==> src/hw/rtl/rgbrle_pkg.sv <==
// rgbrle_pkg: shared constants, types and code words of the rgb555 line rle encoder
// no dependencies; used by every file of the block by scoped names

package rgbrle_pkg;

  localparam int MAX_WIDTH  = 1024;
  localparam int MAX_HEIGHT = 1024;

  localparam int PIX_W   = 16;
  localparam int WORD_W  = 16;
  localparam int COLOR_W = 15;
  localparam int CFG_W   = 11;
  localparam int REP_W   = 10;
  localparam int DIM_W   = 13;
  localparam int COL_W   = $clog2(MAX_WIDTH);
  localparam int ROW_W   = $clog2(MAX_HEIGHT);

  localparam int FIFO_DEPTH = 4;
  localparam int FIFO_AW    = $clog2(FIFO_DEPTH);

  localparam logic [CFG_W-1:0] WIDTH_RST  = CFG_W'(320);
  localparam logic [CFG_W-1:0] HEIGHT_RST = CFG_W'(240);

  localparam logic [WORD_W-1:0] RUN_FLAG = 16'h8000;
  localparam logic [WORD_W-1:0] EOL_WORD = 16'h9001;
  localparam logic [WORD_W-1:0] EOF_WORD = 16'hA001;
  localparam logic [WORD_W-1:0] PAD_WORD = 16'hF001;
  localparam logic [REP_W-1:0]  REP_MAX  = 10'h3FF;

  // register indexes of the configuration port
  typedef enum logic [0:0] {
    REG_LINE_WIDTH = 1'b0,
    REG_LINE_COUNT = 1'b1
  } reg_idx_t;

  // word that closes a line
  typedef enum logic [1:0] {
    TRL_NONE = 2'd0,
    TRL_EOL  = 2'd1,
    TRL_EOF  = 2'd2
  } trl_t;

  // one pixel's worth of work for the back end
  typedef struct packed {
    logic               run;
    logic [REP_W-1:0]   cnt;
    logic               col;
    logic [COLOR_W-1:0] colour;
    trl_t               trl;
  } cmd_t;

  // effective frame geometry, already clamped, minus one
  typedef struct packed {
    logic [DIM_W-1:0] w_last;
    logic [DIM_W-1:0] h_last;
  } dims_t;

endpackage

==> src/hw/rtl/rgbrle_ifs.sv <==
// rgbrle_pix_if and rgbrle_word_if: valid/ready channels of the encoder
// depends on rgbrle_pkg for payload widths

interface rgbrle_pix_if;
  logic                          valid;
  logic                          ready;
  logic [rgbrle_pkg::PIX_W-1:0]  pixel;
  modport source (output valid, output pixel, input ready);
  modport sink (input valid, input pixel, output ready);
endinterface

interface rgbrle_word_if;
  logic                          valid;
  logic                          ready;
  logic [rgbrle_pkg::WORD_W-1:0] word;
  logic                          last_of_item;
  modport source (output valid, output word, output last_of_item, input ready);
  modport sink (input valid, input word, input last_of_item, output ready);
endinterface

==> src/hw/rtl/rgbrle_front.sv <==
// rgbrle_front: accepts pixels, tracks column/row/run state, emits commands
// depends on rgbrle_pkg and rgbrle_pix_if

module rgbrle_front (
  input  logic                clk,
  input  logic                rst_n,
  rgbrle_pix_if.sink          in_ch,
  input  rgbrle_pkg::dims_t   dims,
  input  logic                q_full,
  output logic                q_push,
  output rgbrle_pkg::cmd_t    q_cmd
);

  logic [rgbrle_pkg::COL_W-1:0]   col_r, col_nxt;
  logic [rgbrle_pkg::ROW_W-1:0]   row_r, row_nxt;
  logic [rgbrle_pkg::COLOR_W-1:0] prev_r, prev_nxt;
  logic [rgbrle_pkg::REP_W-1:0]   rep_r, rep_nxt;
  logic [rgbrle_pkg::COLOR_W-1:0] c;
  logic                           acc;
  rgbrle_pkg::cmd_t               cmd;

  assign in_ch.ready = !q_full;
  assign acc = in_ch.valid && !q_full;
  // drop green lsb
  assign c = {in_ch.pixel[15:6], in_ch.pixel[4:0]};

  always_comb begin
    cmd      = '0;
    cmd.trl  = rgbrle_pkg::TRL_NONE;
    cmd.colour = c;
    col_nxt  = col_r;
    row_nxt  = row_r;
    prev_nxt = prev_r;
    rep_nxt  = rep_r;
    priority if (col_r == '0) begin
      cmd.col  = 1'b1;
      prev_nxt = c;
      rep_nxt  = '0;
      col_nxt  = rgbrle_pkg::COL_W'(1);
    end else if (rgbrle_pkg::DIM_W'(col_r) < dims.w_last) begin
      if (c == prev_r) begin
        if (rep_r == rgbrle_pkg::REP_MAX) begin
          cmd.run = 1'b1;
          cmd.cnt = rgbrle_pkg::REP_MAX;
          rep_nxt = rgbrle_pkg::REP_W'(1);
        end else begin
          rep_nxt = rep_r + 1'b1;
        end
      end else begin
        cmd.run  = (rep_r != '0);
        cmd.cnt  = rep_r;
        cmd.col  = 1'b1;
        rep_nxt  = '0;
        prev_nxt = c;
      end
      col_nxt = col_r + 1'b1;
    end else begin
      cmd.run  = (rep_r != '0);
      cmd.cnt  = rep_r;
      cmd.col  = 1'b1;
      rep_nxt  = '0;
      prev_nxt = c;
      col_nxt  = '0;
      if (rgbrle_pkg::DIM_W'(row_r) >= dims.h_last) begin
        cmd.trl = rgbrle_pkg::TRL_EOF;
        row_nxt = '0;
      end else begin
        cmd.trl = rgbrle_pkg::TRL_EOL;
        row_nxt = row_r + 1'b1;
      end
    end
  end

  // pixels that only extend a run send nothing
  assign q_push = acc && (cmd.run || cmd.col);
  assign q_cmd  = cmd;

  always_ff @(posedge clk) begin
    if (!rst_n) begin
      col_r  <= '0;
      row_r  <= '0;
      prev_r <= '0;
      rep_r  <= '0;
    end else if (acc) begin
      col_r  <= col_nxt;
      row_r  <= row_nxt;
      prev_r <= prev_nxt;
      rep_r  <= rep_nxt;
    end
  end

endmodule

==> src/hw/rtl/rgbrle_cmd_fifo.sv <==
// rgbrle_cmd_fifo: short command queue between front and back end
// depends on rgbrle_pkg

module rgbrle_cmd_fifo (
  input  logic              clk,
  input  logic              rst_n,
  input  logic              push,
  input  rgbrle_pkg::cmd_t  push_cmd,
  input  logic              pop,
  output rgbrle_pkg::cmd_t  pop_cmd,
  output logic              full,
  output logic              empty
);

  rgbrle_pkg::cmd_t                mem_r [rgbrle_pkg::FIFO_DEPTH];
  logic [rgbrle_pkg::FIFO_AW-1:0]  wp_r, rp_r;
  logic [rgbrle_pkg::FIFO_AW:0]    cnt_r, cnt_nxt;

  assign full    = (cnt_r == (rgbrle_pkg::FIFO_AW+1)'(rgbrle_pkg::FIFO_DEPTH));
  assign empty   = (cnt_r == '0);
  assign pop_cmd = mem_r[rp_r];

  always_comb begin
    cnt_nxt = cnt_r;
    if (push && !pop) cnt_nxt = cnt_r + 1'b1;
    else if (pop && !push) cnt_nxt = cnt_r - 1'b1;
  end

  always_ff @(posedge clk) begin
    if (push) mem_r[wp_r] <= push_cmd;
  end

  always_ff @(posedge clk) begin
    if (!rst_n) begin
      wp_r  <= '0;
      rp_r  <= '0;
      cnt_r <= '0;
    end else begin
      if (push) wp_r <= wp_r + 1'b1;
      if (pop) rp_r <= rp_r + 1'b1;
      cnt_r <= cnt_nxt;
    end
  end

endmodule

==> src/hw/rtl/rgbrle_back.sv <==
// rgbrle_back: expands commands into coded words, tracks frame word phase, pads
// depends on rgbrle_pkg and rgbrle_word_if

module rgbrle_back (
  input  logic              clk,
  input  logic              rst_n,
  input  logic              q_empty,
  input  rgbrle_pkg::cmd_t  q_cmd,
  output logic              q_pop,
  rgbrle_word_if.source     out_ch
);

  logic                           busy_r;
  logic                           run_r, col_r;
  logic [rgbrle_pkg::REP_W-1:0]   cnt_r;
  logic [rgbrle_pkg::COLOR_W-1:0] colour_r;
  rgbrle_pkg::trl_t               trl_r;
  logic [1:0]                     phase_r, phase_nxt;
  logic                           out_valid_r;
  logic [rgbrle_pkg::WORD_W-1:0]  out_word_r, word;
  logic                           out_last_r, last;
  logic                           adv, fire;

  assign adv       = !out_valid_r || out_ch.ready;
  assign fire      = busy_r && adv;
  assign phase_nxt = phase_r + 2'd1;
  assign q_pop     = !q_empty && (!busy_r || (fire && last));

  // next word in order: run flush, colour, trailer, padding
  always_comb begin
    word = rgbrle_pkg::PAD_WORD;
    last = (phase_nxt == 2'd0);
    priority if (run_r) begin
      word = rgbrle_pkg::RUN_FLAG | rgbrle_pkg::WORD_W'(cnt_r);
      last = !col_r && (trl_r == rgbrle_pkg::TRL_NONE);
    end else if (col_r) begin
      word = rgbrle_pkg::WORD_W'(colour_r);
      last = (trl_r == rgbrle_pkg::TRL_NONE);
    end else if (trl_r == rgbrle_pkg::TRL_EOL) begin
      word = rgbrle_pkg::EOL_WORD;
      last = 1'b1;
    end else if (trl_r == rgbrle_pkg::TRL_EOF) begin
      word = rgbrle_pkg::EOF_WORD;
      last = (phase_nxt == 2'd0);
    end else begin
      word = rgbrle_pkg::PAD_WORD;
      last = (phase_nxt == 2'd0);
    end
  end

  always_ff @(posedge clk) begin
    if (!rst_n) begin
      busy_r      <= 1'b0;
      run_r       <= 1'b0;
      col_r       <= 1'b0;
      trl_r       <= rgbrle_pkg::TRL_NONE;
      phase_r     <= 2'd0;
      out_valid_r <= 1'b0;
    end else begin
      if (adv) out_valid_r <= fire;
      if (fire) phase_r <= phase_nxt;
      // a new command replaces the one whose last word goes out now
      if (q_pop) begin
        busy_r <= 1'b1;
        run_r  <= q_cmd.run;
        col_r  <= q_cmd.col;
        trl_r  <= q_cmd.trl;
      end else if (fire) begin
        if (run_r) begin
          run_r <= 1'b0;
        end else if (col_r) begin
          col_r <= 1'b0;
        end else if (trl_r != rgbrle_pkg::TRL_NONE) begin
          trl_r <= rgbrle_pkg::TRL_NONE;
        end
        if (last) busy_r <= 1'b0;
      end
    end
  end

  always_ff @(posedge clk) begin
    if (q_pop) begin
      cnt_r    <= q_cmd.cnt;
      colour_r <= q_cmd.colour;
    end
    if (fire) begin
      out_word_r <= word;
      out_last_r <= last;
    end
  end

  assign out_ch.valid        = out_valid_r;
  assign out_ch.word         = out_word_r;
  assign out_ch.last_of_item = out_last_r;

endmodule

==> src/hw/rtl/rgb555_line_rle_encoder_top.sv <==
// rgb555_line_rle_encoder_top: rgb565 to rgb555 line run-length encoder
// depends on rgbrle_pkg, rgbrle_ifs, rgbrle_front, rgbrle_cmd_fifo, rgbrle_back
// path: a pixel's command is written to the queue, loaded into the back end, and its first word registered on out_ch
// throughput: one pixel per cycle into a four-entry command queue while it is not full,
//   one word per cycle out of the single output word register while out_ch is ready
// reset: synchronous rst_n clears queue, position, run and phase, loads 320 x 240

module rgb555_line_rle_encoder_top (
  input  logic                          clk,
  input  logic                          rst_n,
  rgbrle_pix_if.sink                    in_ch,
  rgbrle_word_if.source                 out_ch,
  input  logic                          cfg_we,
  input  rgbrle_pkg::reg_idx_t          cfg_index,
  input  logic [rgbrle_pkg::CFG_W-1:0]  cfg_data
);

  // configuration registers
  logic [rgbrle_pkg::CFG_W-1:0] width_r, height_r;
  logic [rgbrle_pkg::DIM_W-1:0] w_eff, h_eff;
  rgbrle_pkg::dims_t            dims;

  // front to back queue
  logic             q_push, q_pop, q_full, q_empty;
  rgbrle_pkg::cmd_t q_in, q_out;

  always_ff @(posedge clk) begin
    if (!rst_n) begin
      width_r  <= rgbrle_pkg::WIDTH_RST;
      height_r <= rgbrle_pkg::HEIGHT_RST;
    end else if (cfg_we) begin
      unique case (cfg_index)
        rgbrle_pkg::REG_LINE_WIDTH: width_r  <= cfg_data;
        rgbrle_pkg::REG_LINE_COUNT: height_r <= cfg_data;
        default: ;
      endcase
    end
  end

  // clamp width to 2..max and line count to 1..max
  always_comb begin
    w_eff = rgbrle_pkg::DIM_W'(width_r);
    if (w_eff < rgbrle_pkg::DIM_W'(2)) w_eff = rgbrle_pkg::DIM_W'(2);
    if (w_eff > rgbrle_pkg::DIM_W'(rgbrle_pkg::MAX_WIDTH))
      w_eff = rgbrle_pkg::DIM_W'(rgbrle_pkg::MAX_WIDTH);
    h_eff = rgbrle_pkg::DIM_W'(height_r);
    if (h_eff < rgbrle_pkg::DIM_W'(1)) h_eff = rgbrle_pkg::DIM_W'(1);
    if (h_eff > rgbrle_pkg::DIM_W'(rgbrle_pkg::MAX_HEIGHT))
      h_eff = rgbrle_pkg::DIM_W'(rgbrle_pkg::MAX_HEIGHT);
    dims.w_last = w_eff - 1'b1;
    dims.h_last = h_eff - 1'b1;
  end

  // front end: classify each pixel, at most one command per pixel
  rgbrle_front u_front (
    .clk    (clk),
    .rst_n  (rst_n),
    .in_ch  (in_ch),
    .dims   (dims),
    .q_full (q_full),
    .q_push (q_push),
    .q_cmd  (q_in)
  );

  // decouples pixel intake from word output
  rgbrle_cmd_fifo u_fifo (
    .clk      (clk),
    .rst_n    (rst_n),
    .push     (q_push),
    .push_cmd (q_in),
    .pop      (q_pop),
    .pop_cmd  (q_out),
    .full     (q_full),
    .empty    (q_empty)
  );

  // back end: one coded word per cycle unless stalled, frame padding to a multiple of four
  rgbrle_back u_back (
    .clk     (clk),
    .rst_n   (rst_n),
    .q_empty (q_empty),
    .q_cmd   (q_out),
    .q_pop   (q_pop),
    .out_ch  (out_ch)
  );

endmodule

==> src/flat_wrapper.sv <==
// flat-port wrapper written by rule: the top's interface ports become plain ports
module rgb555_line_rle_encoder_top_flat 
  (clk, rst_n, cfg_we, cfg_index, cfg_data, in_ch_valid, in_ch_pixel, in_ch_ready, out_ch_valid, out_ch_word, out_ch_last_of_item, out_ch_ready);
  rgbrle_pix_if in_ch_i ();
  rgbrle_word_if out_ch_i ();
  input  logic clk;
  input  logic rst_n;
  input  logic cfg_we;
  input  rgbrle_pkg::reg_idx_t cfg_index;
  input  logic [rgbrle_pkg::CFG_W-1:0] cfg_data;
  input wire logic [$bits(in_ch_i.valid)-1:0] in_ch_valid;
  input wire logic [$bits(in_ch_i.pixel)-1:0] in_ch_pixel;
  output wire logic [$bits(in_ch_i.ready)-1:0] in_ch_ready;
  output wire logic [$bits(out_ch_i.valid)-1:0] out_ch_valid;
  output wire logic [$bits(out_ch_i.word)-1:0] out_ch_word;
  output wire logic [$bits(out_ch_i.last_of_item)-1:0] out_ch_last_of_item;
  input wire logic [$bits(out_ch_i.ready)-1:0] out_ch_ready;
  assign in_ch_i.valid = in_ch_valid;
  assign in_ch_i.pixel = in_ch_pixel;
  assign in_ch_ready = in_ch_i.ready;
  assign out_ch_valid = out_ch_i.valid;
  assign out_ch_word = out_ch_i.word;
  assign out_ch_last_of_item = out_ch_i.last_of_item;
  assign out_ch_i.ready = out_ch_ready;
  rgb555_line_rle_encoder_top u_core (.clk(clk), .rst_n(rst_n), .in_ch(in_ch_i), .out_ch(out_ch_i), .cfg_we(cfg_we), .cfg_index(cfg_index), .cfg_data(cfg_data));
endmodule
==> config.mk <==
export PLATFORM = sky130hd
export DESIGN_NAME = rgb555_line_rle_encoder_top_flat
export DESIGN_NICKNAME = d
export VERILOG_FILES = /design/src/hw/rtl/rgbrle_pkg.sv /design/src/hw/rtl/rgbrle_ifs.sv /design/src/hw/rtl/rgbrle_front.sv /design/src/hw/rtl/rgbrle_cmd_fifo.sv /design/src/hw/rtl/rgbrle_back.sv /design/src/hw/rtl/rgb555_line_rle_encoder_top.sv /design/src/flat_wrapper.sv
export SDC_FILE = /design/constraint.sdc
export NUM_CORES = 1
export LEC_CHECK = 0
export BUFFER_PORTS_ARGS = -buffer_cell sky130_fd_sc_hd__buf_2
export CORE_UTILIZATION = 50
export DETAILED_ROUTE_END_ITERATION = 8
export GPL_TIMING_DRIVEN = 0
export PLACE_DENSITY = 0.64
export SLEW_MARGIN = 20
export SYNTH_ARGS = -nofsm -noshare
export SYNTH_HDL_FRONTEND = slang
export SYNTH_SLANG_ARGS = --single-unit
==> constraint.sdc <==
create_clock -name clk -period 5.8 [get_ports clk]
set_input_delay 1.16 -clock clk [delete_from_list [all_inputs] [get_ports clk]]
set_output_delay 1.16 -clock clk [all_outputs]
set_load 0.01 [all_outputs]
==> run_results.csv <==
group,metric,value,unit
global_route,antenna_found_initial,0,
layout,final_common_cell,"edfxtp_1",
cts,cts_resized,0,
layout,final_cell_area,12300,um2
layout,n_antenna_cell,0,
synthesis,yosys_warnings,0,
placement,place_hpwl,15000,um
worst_setup_path,crit_arrival,5500,ps
timing,slew_headroom,25.2,%
route,drt_iter0_markers,371,
worst_setup_path,critPathMaxFanout,10,
worst_setup_path,endpoint,"u_core.u_fifo.cnt_r[2]",
route,totalWireLength,21300,um
cts,cts_made_buffers,25,
route,drt_pass1_iterations,5,
cts,cts_tree,"done",
placement,gp_congestion,0.830,
global_route,grt_overflow_total,0,
worst_setup_path,reg2reg_from,"u_core.width_r[2]",
worst_setup_path,crit_required,6250,ps
timing,fmax,198,MHz
floorplan,die_x,149,um
cts,cts-htree-levels,1,
synthesis,synth_edf_count,158,
worst_setup_path,rr_worst_depth,22,
outcome,status,"completed",
floorplan,fp.dieH,149,um
synthesis,synth_area,10800,um2
layout,fillers,1763,
layout,area_growth_syn_to_layout,14.3,%
worst_setup_path,crit_path_start,"u_core.width_r[2]",
floorplan,start_util,51.0,%
floorplan,core.rowCount,53,
timing,worst_pin_slew,1110,ps
timing,timing.final.max_slew_violations,0,
synthesis,syn-num-nets,948,
global_route,grt_start_max_net_pins,31,
global_route,grt_first_pass_wirelength,34400,um
worst_setup_path,worst_setup_path_end_kind,"flip-flop",
route,avgRoutedWirePerCell,17.0,um
synthesis,ys_seq_elements,242,
worst_setup_path,worstSetupPathType,"flip-flop to flip-flop",
layout,multi_input_area,4060,um2
worst_setup_path,crit_path_start_kind,"flip-flop",
synthesis,ys.flop_type,"edfxtp_1",
floorplan,die-area,22100,um2
power_and_ir_drop,powerDensity,405,nW/um2
cts,post-cts-setup-buffers,0,
synthesis,syn_inst,879,
floorplan,io_pins,52,
hold_path,min_path_cells,2,
placement,place_area,11400,um2
synthesis,seq_area_frac_synth,59.7,%
timing,layout_setup_ws,750,ps
synthesis,synth_area_per_cell,12.2,um2
timing,finalCriticalPeriod,5050,ps
power_and_ir_drop,ir_worst_vdd,0.234,mV
timing,setup_viol,0,
worst_setup_path,reg2reg_slack,750,ps
cts,cts_sinks,242,
cts,clock_path_buffers,3,
layout,most-common-layout-cells,"158 x edfxtp_1, 121 x nand2_1, 84 x dfxtp_1",
global_route,grt_usage,19.8,%
timing,tns,0,ps
route,vias,6967,
cts,cts_hold_buf,0,
layout,drive_above_1_share,15.6,%
route,via_per_inst,5.56,
layout,regArea,6430,um2
timing,finalCritPeriodShare,87.1,%
route,drtAntennaViolNets,0,
timing,grt_setup_unrepaired,"false",
layout,layout.nets,1029,
worst_setup_path,r2r-end,"u_core.u_fifo.cnt_r[2]",
timing,finalHoldViolCount,0,
timing,fin_skew,19.4,ps
placement,place_ws,774,ps
flow_run,max_cap_viol_count,0,
hold_path,hold_class,"flip-flop to flip-flop",
global_route,grt_pass1_vias,6572,
synthesis,async_flop_share,0,%
placement,port_buffers,50,
route,drc_errors,0,
power_and_ir_drop,p_leak,0.00436,uW
cts,clk_latency,530,ps
cts,cts.clk_slew.worst_paths,60,ps
cts,root_buffer,"clkbuf_16",
floorplan,core_area,21100,um2
synthesis,synth.distinct_cells,64,
==> how the worst min path moves through the flow <==
stage                             startpoint                        to  slack [ps]
global placement    u_core.u_back.phase_r[1]  u_core.u_back.phase_r[1]         450
floorplan           u_core.u_back.phase_r[1]  u_core.u_back.phase_r[1]         440
CTS                 u_core.u_back.phase_r[1]  u_core.u_back.phase_r[1]         470
detailed placement  u_core.u_back.phase_r[1]  u_core.u_back.phase_r[1]         460
finish              u_core.u_back.phase_r[1]  u_core.u_back.phase_r[1]         470
global route        u_core.u_front.prev_r[9]  u_core.u_front.prev_r[9]         490
==> kinds of logic after synthesis <==
group	count (synthesis)	synth area share, %
AND/OR/NAND/NOR	302	13.6
XOR/XNOR	35	2.85
buffers and inverters	65	2.57
multiplexers	48	7.84
flip-flops	242	59.7
AO/OA/AOI/OAI	151	9.11
adder cells (fa/ha/maj)	36	4.26
==> registers in the layout, indices dropped and copies added, names as in the netlist, 11 cells and up, named ones only <==
signal / flops
u_core.u_back.out_ch.word: 16
u_core.u_fifo.mem_r: 116
u_core.u_front.prev_r: 15
u_core.width_r: 11
u_core.u_back.colour_r: 15
u_core.height_r: 11
==> through the flow <==
step	hold slack (ps)	util [%]	power (uW)	std cells
after floorplan	440	-	3050	879
after global placement	449	53.8	3340	1204
after detailed placement	458	54.2	3370	1208
after CTS	467	58.3	5030	1253
after global routing	488	58.3	5220	1253
final	469	58.3	4980	1253
==> area by class of cell <==
cell class,count,share of cell area [%]
Inverter,25,0.763
Clock inverter,14,1.45
Multi-Input combinational cell,572,33.0
Buffer,40,1.49
Clock buffer,31,5.52
Tap cell,275,2.80
Sequential cell,242,52.3
Timing Repair Buffer,54,2.69
==> where the power goes <==
part           switching [uW]  leakage, uW  internal [uW]
logic                     592      0.00181            414
clock network             652     0.000418           1010
registers                97.1      0.00213           2210
total                    1340      0.00436           3630
==> layer usage <==
metal / wire length [um] / track usage, % / vias up / share of wire (%)
li1: - / - / 3430 / -
met1: 10200 / 29.0 / 3335 / 48
met2: 9730 / 31.1 / 170 / 46
met3: 975 / 2.98 / 32 / 4.6
met4: 408 / 4.64 / 0 / 1.9
met5: 0 / 0 / - / 0
==> cells in the mapped netlist (7+ instances only) <==
library cell    n  area, um2
a22o_1          9       78.8
mux2i_1        19        190
mux4_2         29        653
and3_1          7       43.8
or4_1           8       60.1
nor4_1          7       43.8
o21ai_0        25        125
o31ai_1         8       60.1
inv_1          24       90.1
a21oi_1        61        305
nand2_1       121        454
ha_1           35        438
xor2_1         23        201
nor3_1         21        105
and2_1         14       87.6
clkbuf_1       29        109
edfxtp_1      158       4740
nand4_1        14       87.6
nor2_1         44        165
nor2b_1         9       56.3
dfxtp_1        84       1680
nand3_1        29        145
xnor2_1        12        105
==> critical path, cell delays in order, from the launching register on <==
cell and delay [ps]:
dfxtp_1 370, or4_1 570, nor2_1 160, or2_2 130, ha_1 120, clkbuf_1 260
and2_1 220, a21oi_1 50, a21oi_1 120, nand2_1 70, ha_1 310, o2111ai_1 130
a221o_1 360, a21o_1 180, buf_6 140, buf_6 150, a31oi_4 330, ha_1 260
inv_1 60, fa_1 370, xor2_1 170, or3_1 300, a21oi_1 130
(Power assumes the default switching activity.)
